### src/rtl/rme_pkg.sv
// ============================================================================
// rme_pkg
// Shared constants, types and the arctangent table for the Euler angle core.
// ============================================================================
package rme_pkg;

    localparam int CORDIC_STAGES = 16;
    localparam int ANGLE_TABLE_LEN = 24;
    localparam int NUM_STAGES = (CORDIC_STAGES < ANGLE_TABLE_LEN) ? CORDIC_STAGES
                                                                    : ANGLE_TABLE_LEN;
    localparam int ONE_Q14 = 16384;
    // Operand width inside the CORDIC: 16 bit input scaled by 256, plus growth.
    localparam int VW = 28;
    // Square root stages: 15 result bits for a radicand below 2^29.
    localparam int SQRT_STAGES = 15;
    localparam int QDEPTH = 4;
    localparam int QAW = 2;

    localparam logic [31:0] ATAN_TURNS [ANGLE_TABLE_LEN] = '{
        32'd536870912, 32'd316933406, 32'd167458907, 32'd85004756,
        32'd42667331, 32'd21354465, 32'd10679838, 32'd5340245,
        32'd2670163, 32'd1335087, 32'd667544, 32'd333772,
        32'd166886, 32'd83443, 32'd41722, 32'd20861,
        32'd10430, 32'd5215, 32'd2608, 32'd1304,
        32'd652, 32'd326, 32'd163, 32'd81
    };

    // Classified item passed from the front to the back part.
    typedef struct packed {
        logic               lock;
        logic               m20_neg;
        logic signed [15:0] ry;
        logic signed [15:0] rx;
        logic signed [15:0] yy;
        logic signed [15:0] yx;
        logic signed [15:0] s;
        logic [28:0]        rad;
    } rme_item_t;

    typedef struct packed {
        logic signed [15:0] roll;
        logic signed [15:0] pitch;
        logic signed [15:0] yaw;
        logic               lock;
    } rme_result_t;

endpackage

### src/rtl/rme_queue.sv
// ============================================================================
// rme_queue
// Short queue between the front and back parts.
// ============================================================================
module rme_queue (
    input  logic                clk,
    input  logic                rst_n,
    input  logic                wr_valid,
    output logic                wr_ready,
    input  rme_pkg::rme_item_t  wr_item,
    output logic                rd_valid,
    input  logic                rd_ready,
    output rme_pkg::rme_item_t  rd_item
);

    rme_pkg::rme_item_t     mem [rme_pkg::QDEPTH];
    logic [rme_pkg::QAW-1:0] wp_reg, rp_reg;
    logic [rme_pkg::QAW:0]   cnt_reg;
    logic                    wr, rd;

    assign wr_ready = (cnt_reg != 3'(rme_pkg::QDEPTH));
    assign rd_valid = (cnt_reg != '0);
    assign rd_item  = mem[rp_reg];
    assign wr = wr_valid && wr_ready;
    assign rd = rd_valid && rd_ready;

    // Pointers and fill count.
    always_ff @(posedge clk or negedge rst_n)
    begin
        if (!rst_n)
        begin
            wp_reg  <= '0;
            rp_reg  <= '0;
            cnt_reg <= '0;
        end
        else
        begin
            if (wr)
                wp_reg <= wp_reg + 1'b1;
            if (rd)
                rp_reg <= rp_reg + 1'b1;
            cnt_reg <= cnt_reg + {2'd0, wr} - {2'd0, rd};
        end
    end

    always_ff @(posedge clk)
    begin
        if (wr)
            mem[wp_reg] <= wr_item;
    end

endmodule

### config.mk
export PLATFORM = sky130hd
export DESIGN_NAME = rme_queue
export DESIGN_NICKNAME = d
export VERILOG_FILES = /design/src/rtl/rme_pkg.sv /design/src/rtl/rme_queue.sv
export SDC_FILE = /design/constraint.sdc
export NUM_CORES = 1
export LEC_CHECK = 0
export BUFFER_PORTS_ARGS = -buffer_cell sky130_fd_sc_hd__buf_2
export CORE_MARGIN = 10
export CORE_UTILIZATION = 45
export DETAILED_ROUTE_END_ITERATION = 7
export GPL_TIMING_DRIVEN = 1
export PLACE_DENSITY = 0.64
export SYNTH_ARGS = -nofsm -noshare
export SYNTH_HDL_FRONTEND = slang
export SYNTH_SLANG_ARGS = --single-unit
### constraint.sdc
create_clock -name clk -period 8 [get_ports clk]
set_input_delay 0.4 -clock clk [delete_from_list [all_inputs] [get_ports clk]]
set_output_delay 0.4 -clock clk [all_outputs]
set_load 0.05 [all_outputs]
* Word-level counts from Yosys, hierarchy flattened
Memories as Yosys holds them, arrays and structs flattened. Index checks and enable logic that the tools add are counted.
Word-level totals: memories kept 1, output and inout port bits 113, input bits 115, word-level logic and storage cells 14, bits in registers 7, RAM bits 444
Operators by class: equal/unequal tests 1, multiplexer cells 2, add/subtract/negate cells 4, reduce and logical (&&, ||, !) cells 3
Memories:
- mem | words 4, bits a word 111, read ports 1, clocked after memory_dff 0, write ports 1, RTL line rme_queue.sv:16 | rme_pkg::rme_item_t mem [rme_pkg::QDEPTH];
Operators by type and width (number):
- adder 2 x 1 -> 2 bit (second input constant) | 2
- adder 3 x 1 -> 3 bit | 1
- != test 3 bit (second input constant) | 1
- nonzero test 3 bit | 1
- subtractor 3 x 1 -> 3 bit | 1
- logical AND 1 bit | 2
- 2-to-1 mux 1 bit | 2

* Depth between registers and ports, before layout
word-level depth 4, mapped depth 9, mapped depth without buffers 9

* Worst setup path before layout
No wires, ideal clock.
path type reg2reg, from register cnt_reg[2] (netlist name), to memory mem[0][0] (netlist name) (enable), setup time 0.484 ns, slack 4.209 ns, cell stages (with the launch flop) 3, path buffers 0, arrival time 3.307 ns, data required time 7.516 ns, cells stage by stage dfrtp_1 nor3b_1 and3b_1
Between the ends: word-level cells in the longest chain between the ends 4
Ends and longest elaborated chain:
- start: declaration | RTL line rme_queue.sv:18 | logic [rme_pkg::QAW:0] cnt_reg;
- start signal: assignment | RTL line rme_queue.sv:42 | cnt_reg <= cnt_reg + {2'd0, wr} - {2'd0, rd};
- != test 3 bit | RTL line rme_queue.sv:21 | assign wr_ready = (cnt_reg != 3'(rme_pkg::QDEPTH));
- logical AND 1 bit | RTL line rme_queue.sv:24 | assign wr = wr_valid && wr_ready;
- 2-to-1 mux 1 bit | RTL line rme_queue.sv:48 | if (wr)
- 2-to-1 mux 1 bit (implied by the code) | RTL line rme_queue.sv:49 | mem[wp_reg] <= wr_item;
- end: declaration | RTL line rme_queue.sv:16
Every way passes these cells.

==> flow_summary.ini <==
[synth]
syn_inst = 621
synth_area_mm2 = 0.0165
synth_top_area_cell = edfxtp_1
ys_top_cells_by_area = edfxtp_1 (81%), mux4_2 (15%), dfrtp_1 (1.1%)
synth_compound_area_share_pct = 0.197
yosys.cell_types.count = 24
synthAdderAreaFrac_pct = 0.575
ys_ff_latch = 451
synth_top_family_by_area = multiplexers
synth_fp_nets = 743
yosysSeqAreaShare_pct = 81.6
synthXorXnorAreaFrac_pct = 0.212
synth_top_area_share_pct = 80.6
synth.area.mux_share_pct = 15.1
syn_avg_cell_area_um2 = 26.6
synth-warning-count = 0
yosys.area_share.simple_pct = 0.605

[global_route]
grt.overflow.total = 0
grt_pass1_wl_um = 48700
grt_pass1_vias = 7822
antenna_found_initial = 8
grt_usage_pct = 14.4
grt_busiest_layer = met2
met3_usage_pct = 6.82
use_met2_pct = 21.2
grtUsageMet1_pct = 19.1
grt_max_degree = 72

[layout]
largest_register_ff_count = 444
final_nets = 1003
register_area_mm2 = 0.0135
fin_cells = 1388
utilization_pct = 53.9
final_cell_mix = edfxtp_1 (444), buf_2 (227), mux4_2 (111)
syn_to_final_growth_pct = 18.7
fillers = 2809
multi_input_area_mm2 = 0.00278
final_area_mm2 = 0.0196
drive_above_1_share_pct = 45.4
final_common_cell = edfxtp_1

[detailed_routing]
dr.first_iter.drc_count = 487
vias = 7282
wl_per_cell_um = 23.2
drtAntennaViolNets = 0
drc = 0
via_per_inst = 5.25
wirelength_um = 32200
drt_first_pass_iters = 5

[critical_path]
worstPathRequired_ps = 7600
worstSetupPathType = register to primary output
cp_slowest_cell = dfrtp_4
worstPathArrival_ps = 3230
cp_slowest_stage_delay_ps = 870
path_cells = buf_4 > mux4_2 > buf_2
cp-end-kind = primary output
critPathMaxFanout = 44
startpoint_type = register

[die]
fp.dieW_um = 212
die-area_mm2 = 0.0448
ios = 228
start_util_pct = 45.4
core_mm2 = 0.0364
rows = 70
fp.dieH_um = 212

[sta]
finalClockSkew_ps = 20.6
rsz0062_at_grt = false
hold_viol = 0
slew_headroom_pct = 24.6
max_slew.worst_pin.slew_ps = 1130
fin_crit_sh_pct = 45.4
setup_violations = 0
drv_slew = 0
finalSetupTns_ps = 0
clock.fmax_ghz = 0.275
fin_ws_ps = 4370
fin_hold_ws_ps = 38.5
fin_crit_ps = 3630

[placed_design]
pre_cts_slack_ps = 4840
placed_area_mm2 = 0.0181
gp_congestion = 0.687
post-place-cells = 1299
port-buffer-count = 227
place_hpwl_um = 19400

[clock_tree]
cts_root_buffer = clkbuf_16
cts_tree = built
cts_sinks = 451
cts_buffer_depth = 3
cts_setup_buffers = 0
clkTransAtPathRegs_ps = 60
ctsHoldBuffers = 1
htree_levels = 2
clkLatencyLatePin_ps = 570
cts-buffers-inserted = 47
cts_resized = 0

[power]
p_per_area_mw_per_mm2 = 439
ir_drop_uv = 223
finalPower_mw = 8.62
p_leak_nw = 6.65

[run]
drv_cap = 0

[hold_path]
hp-class = primary input to register

[run_status]
status = completed
-- logic make-up (layout without fill, tap and decap cells) --
logic type	Yosys count	count (layout)
buffers and inverters	31	327
AOI/OAI and AO/OA	4	4
DFF	451	451
and+or+nand+nor	13	13
adders and majority gates	7	7
muxes	111	111
xor gates and xnor gates	4	4
other	0	3
-- synth_stat cells (all sizes together) --
cell     number
nand4bb       2
nand2b        4
buf          24
or3           1
o31a          1
o211ai        2
ha            6
xor2          1
mux4        111
nand2         1
xnor2         3
inv           6
o311ai        1
edfxtp      444
nor3b         1
dfrtp         7
fa            1
and3b         4
clkbuf        1
-- worst max-delay path, delay by kind of cell, from the launching register on --
family / cells / cell delay [ps]
buffers and inverters: 2 / 1050
DFF: 1 / 870
muxes: 1 / 650
-- layout make-up --
| class | count | share of cell area [%] |
|---|---|---|
| antenna | 3 | 0.0382 |
| clock buffer | 59 | 6.44 |
| clock inverter | 26 | 1.31 |
| inverter | 6 | 0.115 |
| multi-input combinational | 139 | 14.1 |
| sequential | 451 | 68.8 |
| tap | 468 | 2.98 |
| timing repair buffer | 236 | 6.14 |
-- metal layers --
layer	part of all wire (%)	wire (um)
met5	0.18	57
met4	1.4	455
met3	10	3310
met2	46	14800
met1	42	13500
-- where the power goes --
part / internal, mW / switching, mW
logic: 0.925 / 2.21
registers: 3.12 / 0.233
clock network: 1.28 / 0.848
-- path summary, 6_finish.rpt --
| check | from | depth (start not counted) | slack (ps) | to |
|---|---|---|---|---|
| setup / recovery | rp_reg[0]$_DFFE_PN0P_ | 3 | 4370 | rd_item[43] |
| hold / removal | wr_item[22] | 1 | 40 | mem[2][22]$_DFFE_PP_ |
| setup reg to reg | cnt_reg[1]$_DFF_PN0_ | 4 | 4920 | mem[3][106]$_DFFE_PP_ |
| hold reg to reg | wp_reg[1]$_DFFE_PN0P_ | 2 | 600 | wp_reg[1]$_DFFE_PN0P_ |
| max in group asynchronous | rst_n | 2 | 7560 | rp_reg[1]$_DFFE_PN0P_ |
| min in group asynchronous | rst_n | 2 | 240 | rp_reg[0]$_DFFE_PN0P_ |
No activity file was read; power rests on OpenSTA's default activity.
