$ cat src/rtl/rme_pkg.sv
// ============================================================================
// rme_pkg
// Shared constants, types and the arctangent table for the Euler angle core.
// ============================================================================
package rme_pkg;

    localparam int CORDIC_STAGES = 16;
    localparam int ANGLE_TABLE_LEN = 24;
    localparam int NUM_STAGES = (CORDIC_STAGES < ANGLE_TABLE_LEN) ? CORDIC_STAGES
                                                                    : ANGLE_TABLE_LEN;
    localparam int ONE_Q14 = 16384;
    // Operand width inside the CORDIC: 16 bit input scaled by 256, plus growth.
    localparam int VW = 28;
    // Square root stages: 15 result bits for a radicand below 2^29.
    localparam int SQRT_STAGES = 15;
    localparam int QDEPTH = 4;
    localparam int QAW = 2;

    localparam logic [31:0] ATAN_TURNS [ANGLE_TABLE_LEN] = '{
        32'd536870912, 32'd316933406, 32'd167458907, 32'd85004756,
        32'd42667331, 32'd21354465, 32'd10679838, 32'd5340245,
        32'd2670163, 32'd1335087, 32'd667544, 32'd333772,
        32'd166886, 32'd83443, 32'd41722, 32'd20861,
        32'd10430, 32'd5215, 32'd2608, 32'd1304,
        32'd652, 32'd326, 32'd163, 32'd81
    };

    // Classified item passed from the front to the back part.
    typedef struct packed {
        logic               lock;
        logic               m20_neg;
        logic signed [15:0] ry;
        logic signed [15:0] rx;
        logic signed [15:0] yy;
        logic signed [15:0] yx;
        logic signed [15:0] s;
        logic [28:0]        rad;
    } rme_item_t;

    typedef struct packed {
        logic signed [15:0] roll;
        logic signed [15:0] pitch;
        logic signed [15:0] yaw;
        logic               lock;
    } rme_result_t;

endpackage

$ cat src/rtl/rme_front.sv
// ============================================================================
// rme_front
// Accepts a matrix, chooses the branch and forms the asin operands.
// ============================================================================
module rme_front (
    input  logic                clk,
    input  logic                rst_n,
    input  logic                in_valid,
    output logic                in_ready,
    input  logic [111:0]        in_data,
    input  logic [7:0]          tol,
    output logic                q_valid,
    input  logic                q_ready,
    output rme_pkg::rme_item_t  q_item
);

    logic signed [15:0] m00, m01, m02, m10, m20, m21, m22;
    logic signed [16:0] mag, gap;
    logic signed [15:0] s;
    logic signed [31:0] ss;
    logic               valid_reg;
    rme_pkg::rme_item_t item_reg, item_next;

    assign {m22, m21, m20, m10, m02, m01, m00} = in_data;

    // Branch selection and operand routing.
    always_comb
    begin
        mag = m20[15] ? -{m20[15], m20} : {m20[15], m20};
        gap = mag - 17'sd16384;
        if (gap[16])
            gap = -gap;
        if (m20 > 16'sd16384)
            s = 16'sd16384;
        else if (m20 < -16'sd16384)
            s = -16'sd16384;
        else
            s = m20;
        ss = s * s;
        item_next.lock    = (gap <= $signed({9'd0, tol}));
        item_next.m20_neg = m20[15];
        item_next.ry      = item_next.lock ? m01 : m21;
        item_next.rx      = item_next.lock ? m02 : m22;
        item_next.yy      = m10;
        item_next.yx      = m00;
        item_next.s       = s;
        item_next.rad     = 29'(32'd268435456 - 32'(ss));
    end

    assign in_ready = !valid_reg || q_ready;
    assign q_valid  = valid_reg;
    assign q_item   = item_reg;

    // Output register of the front part.
    always_ff @(posedge clk or negedge rst_n)
    begin
        if (!rst_n)
            valid_reg <= 1'b0;
        else if (in_ready)
            valid_reg <= in_valid;
    end

    always_ff @(posedge clk)
    begin
        if (in_ready && in_valid)
            item_reg <= item_next;
    end

endmodule

$ cat config.mk
export PLATFORM = sky130hd
export DESIGN_NAME = rme_front
export DESIGN_NICKNAME = d
export VERILOG_FILES = /design/src/rtl/rme_pkg.sv /design/src/rtl/rme_front.sv
export SDC_FILE = /design/constraint.sdc
export NUM_CORES = 1
export LEC_CHECK = 0
export BUFFER_PORTS_ARGS = -buffer_cell sky130_fd_sc_hd__buf_2
export CAP_MARGIN = 10
export CELL_PAD_IN_SITES_DETAIL_PLACEMENT = 2
export CELL_PAD_IN_SITES_GLOBAL_PLACEMENT = 2
export CORE_MARGIN = 2
export CORE_UTILIZATION = 34
export CTS_BUF_LIST = sky130_fd_sc_hd__clkbuf_8
export CTS_CLUSTER_DIAMETER = 80
export DETAILED_ROUTE_END_ITERATION = 6
export PLACE_DENSITY_LB_ADDON = 0.15
export SYNTH_ARGS = -nofsm -noshare
export SYNTH_HDL_FRONTEND = slang
export SYNTH_SLANG_ARGS = --single-unit
export TNS_END_PERCENT = 100
$ cat constraint.sdc
create_clock -name clk -period 3.7 [get_ports clk]
set_clock_uncertainty 0.2 [all_clocks]
set_input_delay 0.74 -clock clk [delete_from_list [all_inputs] [get_ports clk]]
set_output_delay 0.74 -clock clk [all_outputs]
set_load 0.005 [all_outputs]
== Word-level counts from Yosys, hierarchy flattened ==
Index checks and enable logic that the tools add are counted.

* Flip-flop bits (word level): 112
* Input port bits: 124
* Logic and storage cells: 26

* Add/sub/neg operators: 4
* Multiply operators: 1
* $lt $le $gt $ge: 3
* Muxes and demuxes: 6
* Reduce and logical (&&, ||, !) cells: 3

{| class="wikitable"
|+ Operator list
! operator !! number
|-
| $mux W16 || 4
|-
| $mux W17 || 2
|-
| $neg A17 Y17 || 2
|-
| $mul A16 B16 Y29 || 1
|-
| $sub A29 B29 Y29 const A || 1
|-
| $le A17 B9 Y1 || 1
|-
| $sub A17 B16 Y17 const B || 1
|-
| $gt A16 B16 Y1 const B || 1
|-
| $lt A16 B15 Y1 const B || 1
|-
| $logic_and A1 B1 Y1 || 1
|-
| $logic_not A1 Y1 || 1
|-
| $logic_or A1 B1 Y1 || 1
|}

== Longest topological paths before layout ==
Gate-level depths: netlist of the first run.

* Depth after elaboration: 7
* Mapped depth: 33
* Depth with buffers taken out: 30

== Worst setup path after synthesis of the first run ==
Ideal clock, no wire load.

* Kind: input -> register
* From: input in_data[64]
* To: register item_reg (netlist bit q_item[28]) (data pin)
* Library setup time: 0.264 ns
* Arrival time: 8.231 ns
* Slack: -4.995 ns
* Stages on the path: 30
* Buffers on the path: 2
* Cells stage by stage: clkbuf_1 clkbuf_1 inv_1 ha_1 or3b_1 or4_4 a21oi_1 nand2_1 inv_1 nand2_1 fa_1 inv_1 fa_1 fa_1 inv_1 fa_1 fa_1 inv_1 fa_1 inv_1 ha_1 a21o_1 a21o_1 o21ai_0 and3b_1 o21ai_0 a31oi_1 o21ai_1 a221oi_1 xnor2_1

{| class="wikitable"
|+ RTL lines
! what !! line !! text
|-
| start, declared || rme_front.sv:10 || <nowiki>input logic [111:0] in_data,</nowiki>
|-
| end signal, assigned || rme_front.sv:66 || <nowiki>item_reg <= item_next;</nowiki>
|-
| end, declared || rme_front.sv:22 || <nowiki>rme_pkg::rme_item_t item_reg, item_next;</nowiki>
|}

==> impl_metrics.csv, run 1 <==
group,metric,value,unit
worst_setup_path,critical_path.max_fanout,7,
synthesis,async_flop_share,0.00909,
global_routing,grt_antenna_before_repair,2,
synthesis,synth-seq-area-share,0.242,
detailed_routing,wl_per_cell,24.1,um
worst_setup_path,cpMostUsedCell,"fa_1",
worst_setup_path,required,3.69,ns
timing,max_slew_margin,0.484,
cells_and_area,final_nets,2249,
timing,setup_slack,-3.88,ns
timing,drv_slew,0,
global_routing,grt_pass1_wl,80400,um
synthesis,syn_nets,1745,
timing,timing.final.crit_share,2.05,
place,portBuffers,236,
clock_tree,tritoncts,"built",
clock_tree,htreeDepth,3,
worst_setup_path,crit_slowest_cell,"or4_4",
worst_setup_path,crit_arrival,7.57,ns
synthesis,syn_avg_cell_area,10.5,um^2
die,die_h,204,um
cells_and_area,drive_gt1_frac,0.463,
timing,setup_viol_count_final,59,
detailed_routing,via_per_inst,4.96,
clock_tree,clk_pin_slew,0.13,ns
timing,layout_min_cycle_time,7.58,ns
synthesis,yosysWarnings,0,
die,num_rows,73,
cells_and_area,final_cell_count_no_fill,2343,
detailed_routing,antenna_left,0,
worst_setup_path,path_class,"in -> reg",
status,status,"finished, violations left",
die,die_w,204,um
worst_setup_path,path_buf_inv,7,
place,place_inst,2277,
status,failed_checks,"setup timing",
hold_path,min_path_type,"in -> reg",
cells_and_area,fill_cells,4033,
detailed_routing,wl,56500,um
clock_tree,numCtsBuffers,9,
timing,hold_viol_final,0,
detailed_routing,drtPass1Iterations,4,
worst_setup_path,critical-path-top-delay-family,"adder cells",
worst_setup_path,cp-start-kind,"primary input",
synthesis,ys.flop_type,"edfxtp_1",
synthesis,syn_area,13700,um^2
detailed_routing,drt_iter0_drc,414,
cells_and_area,finish.utilization,0.495,
global_routing,grt_max_degree,61,
synthesis,synth_edf_count,109,
cells_and_area,synthToLayoutAreaGrowth,43.6,%
clock_tree,cts-root-buf,"clkbuf_8",
global_routing,grt_pass1_vias,13706,
place,dp_hpwl,41200,um
die,num_io_pins,237,
synthesis,syn_inst,1306,
worst_setup_path,end_kind,"flop",
worst_setup_path,critical-path-max-stage-delay,0.57,ns
detailed_routing,num_vias,11631,
clock_tree,insertion_delay,0.44,ns
timing,fmax,132,MHz
global_routing,grtUsageTotal,0.260,
timing,fin_worst_hold_slack,0.260,ns
synthesis,synth.distinct_cells,71,
place,gp_congestion,0.830,
synthesis,ys_ff_latch,110,
global_routing,overflow,0,
clock_tree,cts_sinks,110,
timing,worst_pin_slew,0.771,ns
die,core-area,39600,um^2
place,dp_slack,-4.65,ns
timing,rsz0062_at_grt,"true",
detailed_routing,drc,0,
job,cap_viol_max_count,0,
die,start_util,0.344,
die,die_area,41800,um^2
clock_tree,clk_path_buf_depth,2,
[sequential cells by signal, summed over array words and instances (netlist names)]
register,count
q_valid,1
q_item,109
[stage by stage]
step / cell area (um^2) / setup TNS (ns)
2_1_floorplan: 14100 / -143.45
6_report: 19600 / -120.99
3_5_place_dp: 17700 / -155.24
3_3_place_gp: 17700 / -147.67
4_1_cts: 18900 / -113.84
5_1_grt: 19600 / -130.37
[layer usage]
metal	up-vias	share of wire	global-route usage
li1	5170	-	-
met1	6129	0.38	0.303
met2	241	0.55	0.490
met3	91	0.029	0.0273
met4	0	0.034	0.0950
met5	-	0	0
[cells in the mapped netlist, types with 5 or more instances]
master | count | area share
ha_1 | 102 | 0.093
nor4_1 | 5 | 0.0023
inv_1 | 304 | 0.084
mux2_1 | 30 | 0.025
nor2_1 | 34 | 0.0093
a21o_1 | 16 | 0.0088
mux2i_1 | 6 | 0.0044
o21a_1 | 5 | 0.0027
edfxtp_1 | 109 | 0.24
nand2_1 | 92 | 0.025
xor2_1 | 16 | 0.010
o21ai_0 | 21 | 0.0077
xnor2_1 | 61 | 0.039
nor2b_1 | 15 | 0.0069
or3_1 | 7 | 0.0032
fa_1 | 213 | 0.31
nand4_1 | 9 | 0.0041
and2_1 | 14 | 0.0064
a21oi_1 | 28 | 0.010
o21bai_1 | 6 | 0.0033
nand2b_1 | 9 | 0.0041
nand3_1 | 14 | 0.0051
o31ai_1 | 5 | 0.0027
clkbuf_1 | 42 | 0.012
and3_1 | 47 | 0.022
nor3_1 | 13 | 0.0048
[cell families after synthesis]
kind of cell    share of synthesized area
compound gates                     0.0648
xor+xnor                           0.0494
fa+ha+maj                           0.406
buf+inv                             0.102
flops                               0.242
mux                                0.0324
simple gates                        0.104
[area by class of cell]
| type | count | area (um^2) | area share |
|---|---|---|---|
| timing repair buffer | 548 | 3840 | 0.196 |
| antenna | 3 | 7.51 | 0.000383 |
| multi-input combinational | 836 | 10400 | 0.533 |
| clock buffer | 9 | 124 | 0.00632 |
| clock inverter | 7 | 70.1 | 0.00357 |
| sequential | 110 | 3300 | 0.168 |
| tap | 525 | 657 | 0.0335 |
| inverter | 305 | 1170 | 0.0598 |
[cell usage in the layout (no fill, tap or decap), drive strengths merged, types with 9 or more instances in the layout]
| master | Yosys | layout |
|---|---|---|
| buf | 13 | 547 |
| inv | 304 | 309 |
| fa | 213 | 213 |
| edfxtp | 109 | 109 |
| ha | 102 | 102 |
| nand2 | 92 | 92 |
| xnor2 | 61 | 61 |
| and3 | 47 | 47 |
| mux2 | 34 | 34 |
| nor2 | 34 | 34 |
| a21oi | 28 | 28 |
| o21ai | 24 | 24 |
| xor2 | 16 | 16 |
| a21o | 16 | 16 |
| nor2b | 15 | 15 |
| and2 | 15 | 15 |
| nand3 | 14 | 14 |
| nor3 | 13 | 13 |
| nand4 | 9 | 9 |
| clkbuf | 42 | 9 |
| nand2b | 9 | 9 |
[timing repair]
action / 4_1_cts / 5_1_grt
endpoints found under the setup margin: 59 / 59
setup buffers: 25 / 26
hold buffers: 1 / 0
endpoints found under the hold margin: 1 / 0
pin swaps: 85 / 109
gates cloned: 3 / 0
gates resized for setup: 174 / 124
[final timing paths]
path	end	startpoint	slack [ns]	depth (start not counted)
worst max-delay path	q_item[26]	in_data[68]	-3.88	28
worst min-delay path	q_item[53]	in_data[8]	0.26	1
worst max register to register	q_item[27]	q_valid	1.66	3
worst min register to register	q_valid	q_valid	0.36	2
max in group asynchronous	q_valid	rst_n	2.84	2
min in group asynchronous	q_valid	rst_n	0.38	2
[worst register-to-register path, cell delays in order (launching register included)]
cell and delay, ns:
dfrtp_1 0.40, nand2b_1 0.11, and2_4 0.49, buf_4 0.49
Power of run 1 is left out: the tool's default activity adds up to more than one toggle a clock period on the data nets, which glitch-free logic cannot reach.
==> run 2: changes to the inputs <==
--- a/config.mk
+++ b/config.mk
@@ -10,7 +10,7 @@
 export CELL_PAD_IN_SITES_DETAIL_PLACEMENT = 2
 export CELL_PAD_IN_SITES_GLOBAL_PLACEMENT = 2
 export CORE_MARGIN = 2
-export CORE_UTILIZATION = 34
+export CORE_UTILIZATION = 41
 export CTS_BUF_LIST = sky130_fd_sc_hd__clkbuf_8
 export CTS_CLUSTER_DIAMETER = 80
 export DETAILED_ROUTE_END_ITERATION = 6
==> constraint.sdc (replaced) <==
create_clock -name clk -period 9.5 [get_ports clk]
set_clock_uncertainty 0.2 [all_clocks]
set_input_delay 1.9 -clock clk [delete_from_list [all_inputs] [get_ports clk]]
set_output_delay 1.9 -clock clk [all_outputs]
set_load 0.005 [all_outputs]
==> impl_metrics.csv, run 2 (synthesized netlist as in run 1, its figures left out) <==
group,metric,value,unit
global_routing,grt_antenna_before_repair,1,
worst_setup_path,required,9.50,ns
detailed_routing,drt_iter0_drc,516,
timing,worst_pin_slew,1.08,ns
timing,rsz0062_at_grt,"false",
global_routing,grtUsageTotal,0.259,
die,die_w,186,um
cells_and_area,final_common_cell,"inv_1",
cells_and_area,finish.utilization,0.486,
detailed_routing,via_per_inst,5.19,
clock_tree,cts-root-buf,"clkbuf_8",
cells_and_area,largest_register_ffs,109,
clock_tree,clk_path_buf_depth,2,
clock_tree,insertion_delay,0.42,ns
timing,setup_slack,0.374,ns
detailed_routing,wl,44000,um
worst_setup_path,crit_slowest_cell,"fa_1",
job,cap_viol_max_count,0,
timing,timing.final.crit_share,0.961,
worst_setup_path,path_class,"in -> reg",
clock_tree,tritoncts,"built",
global_routing,overflow,0,
worst_setup_path,critical-path-top-delay-family,"adder cells",
clock_tree,cts_sinks,110,
timing,fin_worst_hold_slack,0.359,ns
worst_setup_path,path_buf_inv,9,
timing,fmax,110,MHz
worst_setup_path,cp-start-kind,"primary input",
worst_setup_path,critical-path-max-stage-delay,0.59,ns
clock_tree,numCtsBuffers,9,
global_routing,grt_pass1_wl,69500,um
timing,hold_viol_final,0,
timing,drv_slew,0,
cells_and_area,final_nets,2004,
die,core-area,32700,um^2
detailed_routing,wl_per_cell,21.9,um
global_routing,grt_pass1_vias,12429,
cells_and_area,drive_gt1_frac,0.217,
cells_and_area,layout_common_cells,"302 x inv_1, 236 x buf_2, 213 x fa_1",
die,num_io_pins,237,
timing,max_slew_margin,0.275,
cells_and_area,synthToLayoutAreaGrowth,16.4,%
place,dp_hpwl,37200,um
timing,setup_viol_count_final,0,
timing,layout_min_cycle_time,9.13,ns
detailed_routing,drtPass1Iterations,4,
die,die_area,34800,um^2
detailed_routing,antenna_left,0,
status,status,"complete, no violations",
place,gp_congestion,0.829,
die,die_h,186,um
clock_tree,clk_pin_slew,0.13,ns
detailed_routing,drc,0,
global_routing,grt_max_degree,73,
worst_setup_path,critical_path.max_fanout,5,
place,portBuffers,236,
clock_tree,htreeDepth,3,
worst_setup_path,cpMostUsedCell,"fa_1",
detailed_routing,num_vias,10447,
hold_path,min_path_type,"reg -> reg",
worst_setup_path,crit_arrival,9.13,ns
cells_and_area,fill_cells,3522,
die,num_rows,66,
die,start_util,0.418,
place,dp_slack,-0.250,ns
worst_setup_path,end_kind,"flop",
## run 2: changes by cell type in the layout (fill, tap and decap cells not counted), moves of 20 or more
cell,delta
fa_1,+20
ha_1,+39
inv_1,+49
buf_6,-30
buf_4,-203
inv_2,-46
mux2_4,-29
fa_2,-20
nand2_1,+21
mux2_1,+27
ha_4,-35
## run 2: final timing paths
check                       startpoint     endpoint  slack (ns)  depth (start not counted)
hold reg to reg                q_valid      q_valid        0.36                          2
hold / removal                 q_valid      q_valid        0.36                          2
setup / recovery           in_data[65]   q_item[25]        0.37                         28
setup reg to reg               q_valid  q_item[108]        6.95                          3
min in group asynchronous        rst_n      q_valid        1.03                          1
max in group asynchronous        rst_n      q_valid        7.99                          1
## run 2: final cells by class
| type | count | area, um^2 | share of cell area |
|---|---|---|---|
| Clock inverter | 7 | 78.8 | 0.00496 |
| Antenna cell | 1 | 2.50 | 0.000157 |
| Multi-Input combinational cell | 836 | 9010 | 0.567 |
| Sequential cell | 110 | 3300 | 0.207 |
| Inverter | 305 | 1140 | 0.0720 |
| Tap cell | 442 | 553 | 0.0348 |
| Clock buffer | 9 | 124 | 0.00779 |
| Timing Repair Buffer | 303 | 1680 | 0.106 |
## run 2: layer usage
| layer | vias to the layer above | GRT usage | routed length (um) |
|---|---|---|---|
| met5 | - | 0 | 0 |
| met4 | 0 | 0.0821 | 1210 |
| met3 | 57 | 0.0357 | 1700 |
| met2 | 237 | 0.492 | 23800 |
| met1 | 5477 | 0.300 | 17300 |
| li1 | 4676 | - | - |
## run 2: worst min-delay path, cell delays in order, from the launching register on
cell      delay, ns
dfrtp_1        0.37
nand2b_1       0.09
nand2b_1       0.08
## run 2: stage by stage
step | std cells | cell area [um^2] | TNS, ns
global placement | 1996 | 15700 | 0
detailed placement | 1996 | 15700 | -0.714
global route | 2013 | 15900 | 0
floorplan | 1306 | 13700 | 0
finish | 2013 | 15900 | 0
CTS | 2012 | 15900 | 0
## run 2: repair_timing
item	4_1_cts	5_1_grt
hold buffers	0	0
setup buffers	0	0
endpoints found under the setup margin	0	3
resized for setup	0	4
endpoints found under the hold margin	0	0
Power of run 2 is left out for the same reason.
==> run 3: changes to the inputs <==
--- a/config.mk
+++ b/config.mk
@@ -5,12 +5,13 @@
 export SDC_FILE = /design/constraint.sdc
 export NUM_CORES = 1
 export LEC_CHECK = 0
+export ABC_AREA = 1
 export BUFFER_PORTS_ARGS = -buffer_cell sky130_fd_sc_hd__buf_2
 export CAP_MARGIN = 10
 export CELL_PAD_IN_SITES_DETAIL_PLACEMENT = 2
 export CELL_PAD_IN_SITES_GLOBAL_PLACEMENT = 2
 export CORE_MARGIN = 2
-export CORE_UTILIZATION = 41
+export CORE_UTILIZATION = 39
 export CTS_BUF_LIST = sky130_fd_sc_hd__clkbuf_8
 export CTS_CLUSTER_DIAMETER = 80
 export DETAILED_ROUTE_END_ITERATION = 6
==> impl_metrics.csv, run 3 <==
group,metric,value,unit
worst_setup_path,path_class,"in -> reg",
synthesis,async_flop_share,0.00909,
clock_tree,htreeDepth,3,
clock_tree,ctsHoldBuffers,0,
clock_tree,postCtsSetupRepairBufs,0,
timing,fmax,110,MHz
clock_tree,insertion_delay,0.41,ns
place,place_inst,2220,
synthesis,syn_area,13700,um^2
timing,tns,0,ns
worst_setup_path,crit_arrival,9.12,ns
timing,setup_slack,0.386,ns
synthesis,synth_area_leaders,"fa_1 31%, edfxtp_1 24%, inv_1 10%, ha_1 9.3%, nand2_1 7.9%",
synthesis,yosysMostFrequentCell,"inv_1",
detailed_routing,antenna_left,0,
clock_tree,clk_pin_slew,0.13,ns
global_routing,grt_pass1_wl,72200,um
clock_tree,cts_sinks,110,
worst_setup_path,required,9.50,ns
worst_setup_path,rrSetupSlack,6.98,ns
timing,timing.final.crit_share,0.959,
hold_path,min_path_type,"reg -> reg",
synthesis,synth-seq-area-share,0.241,
cells_and_area,drive_gt1_frac,0.174,
worst_setup_path,cpMostUsedCell,"nand2_1",
clock_tree,numCtsBuffers,9,
timing,layout_min_cycle_time,9.11,ns
synthesis,synth_edf_count,109,
global_routing,overflow,0,
worst_setup_path,crit_slowest_cell,"fa_1",
synthesis,synth_top_cell_by_area,"fa_1",
cells_and_area,largest_register_ffs,109,
clock_tree,tritoncts,"built",
die,die_h,191,um
worst_setup_path,end_kind,"flop",
timing,worst_pin_slew,0.999,ns
place,dp_slack,-0.0834,ns
synthesis,syn_inst,1522,
timing,setup_viol_count_final,0,
cells_and_area,synthToLayoutAreaGrowth,15.2,%
die,core-area,34500,um^2
timing,drv_slew,0,
detailed_routing,drtPass1Iterations,5,
synthesis,synth.distinct_cells,43,
cells_and_area,multi_input_area,8810,um^2
global_routing,grt_antenna_before_repair,2,
detailed_routing,num_vias,11224,
place,dp_hpwl,41100,um
detailed_routing,wl,47200,um
detailed_routing,via_per_inst,5.01,
synthesis,synth.top_cells.by_count,"369 x inv_1, 286 x nand2_1, 213 x fa_1",
die,start_util,0.395,
synthesis,syn_avg_cell_area,8.97,um^2
place,portBuffers,236,
detailed_routing,wl_per_cell,21.1,um
timing,hold_viol_final,0,
global_routing,grt_max_degree,76,
cells_and_area,final_nets,2215,
die,num_io_pins,237,
cells_and_area,final_common_cell,"inv_1",
place,gp_congestion,0.865,
global_routing,grtUsageTotal,0.263,
job,cap_viol_max_count,0,
detailed_routing,drt_iter0_drc,435,
die,die_w,191,um
synthesis,ys_ff_latch,110,
status,status,"complete, no violations",
synthesis,syn_nets,1961,
synthesis,ys.flop_type,"edfxtp_1",
detailed_routing,drc,0,
timing,max_slew_margin,0.334,
clock_tree,cts-root-buf,"clkbuf_8",
worst_setup_path,critical_path.max_fanout,14,
synthesis,synth_top_area_frac,0.312,
worst_setup_path,cp-start-kind,"primary input",
cells_and_area,regArea,3300,um^2
synthesis,yosysWarnings,0,
clock_tree,clk_path_buf_depth,2,
die,num_rows,68,
global_routing,grt_pass1_vias,13004,
cells_and_area,final_cell_count_no_fill,2239,
cells_and_area,fill_cells,3979,
worst_setup_path,critical-path-max-stage-delay,0.59,ns
die,die_area,36500,um^2
cells_and_area,layout_common_cells,"371 x inv_1, 286 x nand2_1, 236 x buf_2",
[run 3: changes by cell type after synthesis, moves of 9 or more]
cell / before / now
nand2_1: 92 / 286
nor2_1: 34 / 149
nand3_1: 14 / 82
inv_1: 304 / 369
xnor2_1: 61 / 12
and3_1: 47 / 0
clkbuf_1: 42 / 10
mux2_1: 30 / 0
xor2_1: 16 / 34
nor2b_1: 15 / 0
and2_1: 14 / 1
a21o_1: 16 / 5
a21oi_1: 28 / 38
nand2b_1: 9 / 0
[run 3: kinds of logic (layout without fill, tap and decap cells)]
logic type               after synthesis  count (layout)  share of synthesized area
adder cells (fa/ha/maj)              315             315                      0.406
buffers and inverters                403             662                      0.114
flip-flops                           110             110                      0.241
other                                  0               3                          0
AND/OR/NAND/NOR                      562             562                      0.173
XOR/XNOR                              46              46                     0.0295
AO/OA/AOI/OAI                         86              86                     0.0363
[run 3: worst paths after layout]
path                        startpoint         end  cells past startpoint
min in group asynchronous        rst_n     q_valid                      1
max reg2reg                    q_valid  q_item[92]                      3
max                        in_data[65]  q_item[27]                     29
max in group asynchronous        rst_n     q_valid                      1
min reg2reg                    q_valid     q_valid                      2
min                            q_valid     q_valid                      2
[run 3: routing by layer]
layer	vias up	share of wire	GRT usage
met4	0	0.026	0.0793
met2	248	0.55	0.507
li1	5125	-	-
met3	65	0.035	0.0307
met1	5786	0.39	0.302
met5	-	0	0
[run 3: final cells by class]
class	instances	share of cell area
antenna	3	0.000477
clock buffer	9	0.00787
clock inverter	7	0.00437
inverter	376	0.0897
multi-input combinational	1009	0.560
sequential	110	0.210
tap	455	0.0362
timing repair buffer	270	0.0913
[run 3: what timing repair did]
item                                   4_1_cts  5_1_grt
endpoints found under the hold margin        0        0
setup endpoints to repair                    0        1
gates resized for setup                      0        1
[run 3: critical path: cells and delay by family]
kind,cells,cell delay (ns)
and+or+nand+nor,10,1.81
xor gates and xnor gates,1,0.09
buffers and inverters,6,0.79
AOI/OAI and AO/OA,4,0.83
adders and majority gates,8,3.68
[run 3: stage by stage]
| stage | instance area (um^2) | util | hold WS, ns |
|---|---|---|---|
| 2_1_floorplan | 13700 | - | 0.328 |
| 5_1_grt | 15700 | 0.455 | 0.426 |
| 4_1_cts | 15700 | 0.455 | 0.402 |
| 3_3_place_gp | 15500 | 0.449 | 0.360 |
| 3_5_place_dp | 15500 | 0.449 | 0.376 |
| 6_report | 15700 | 0.455 | 0.399 |
Power of run 3 is left out for the same reason.
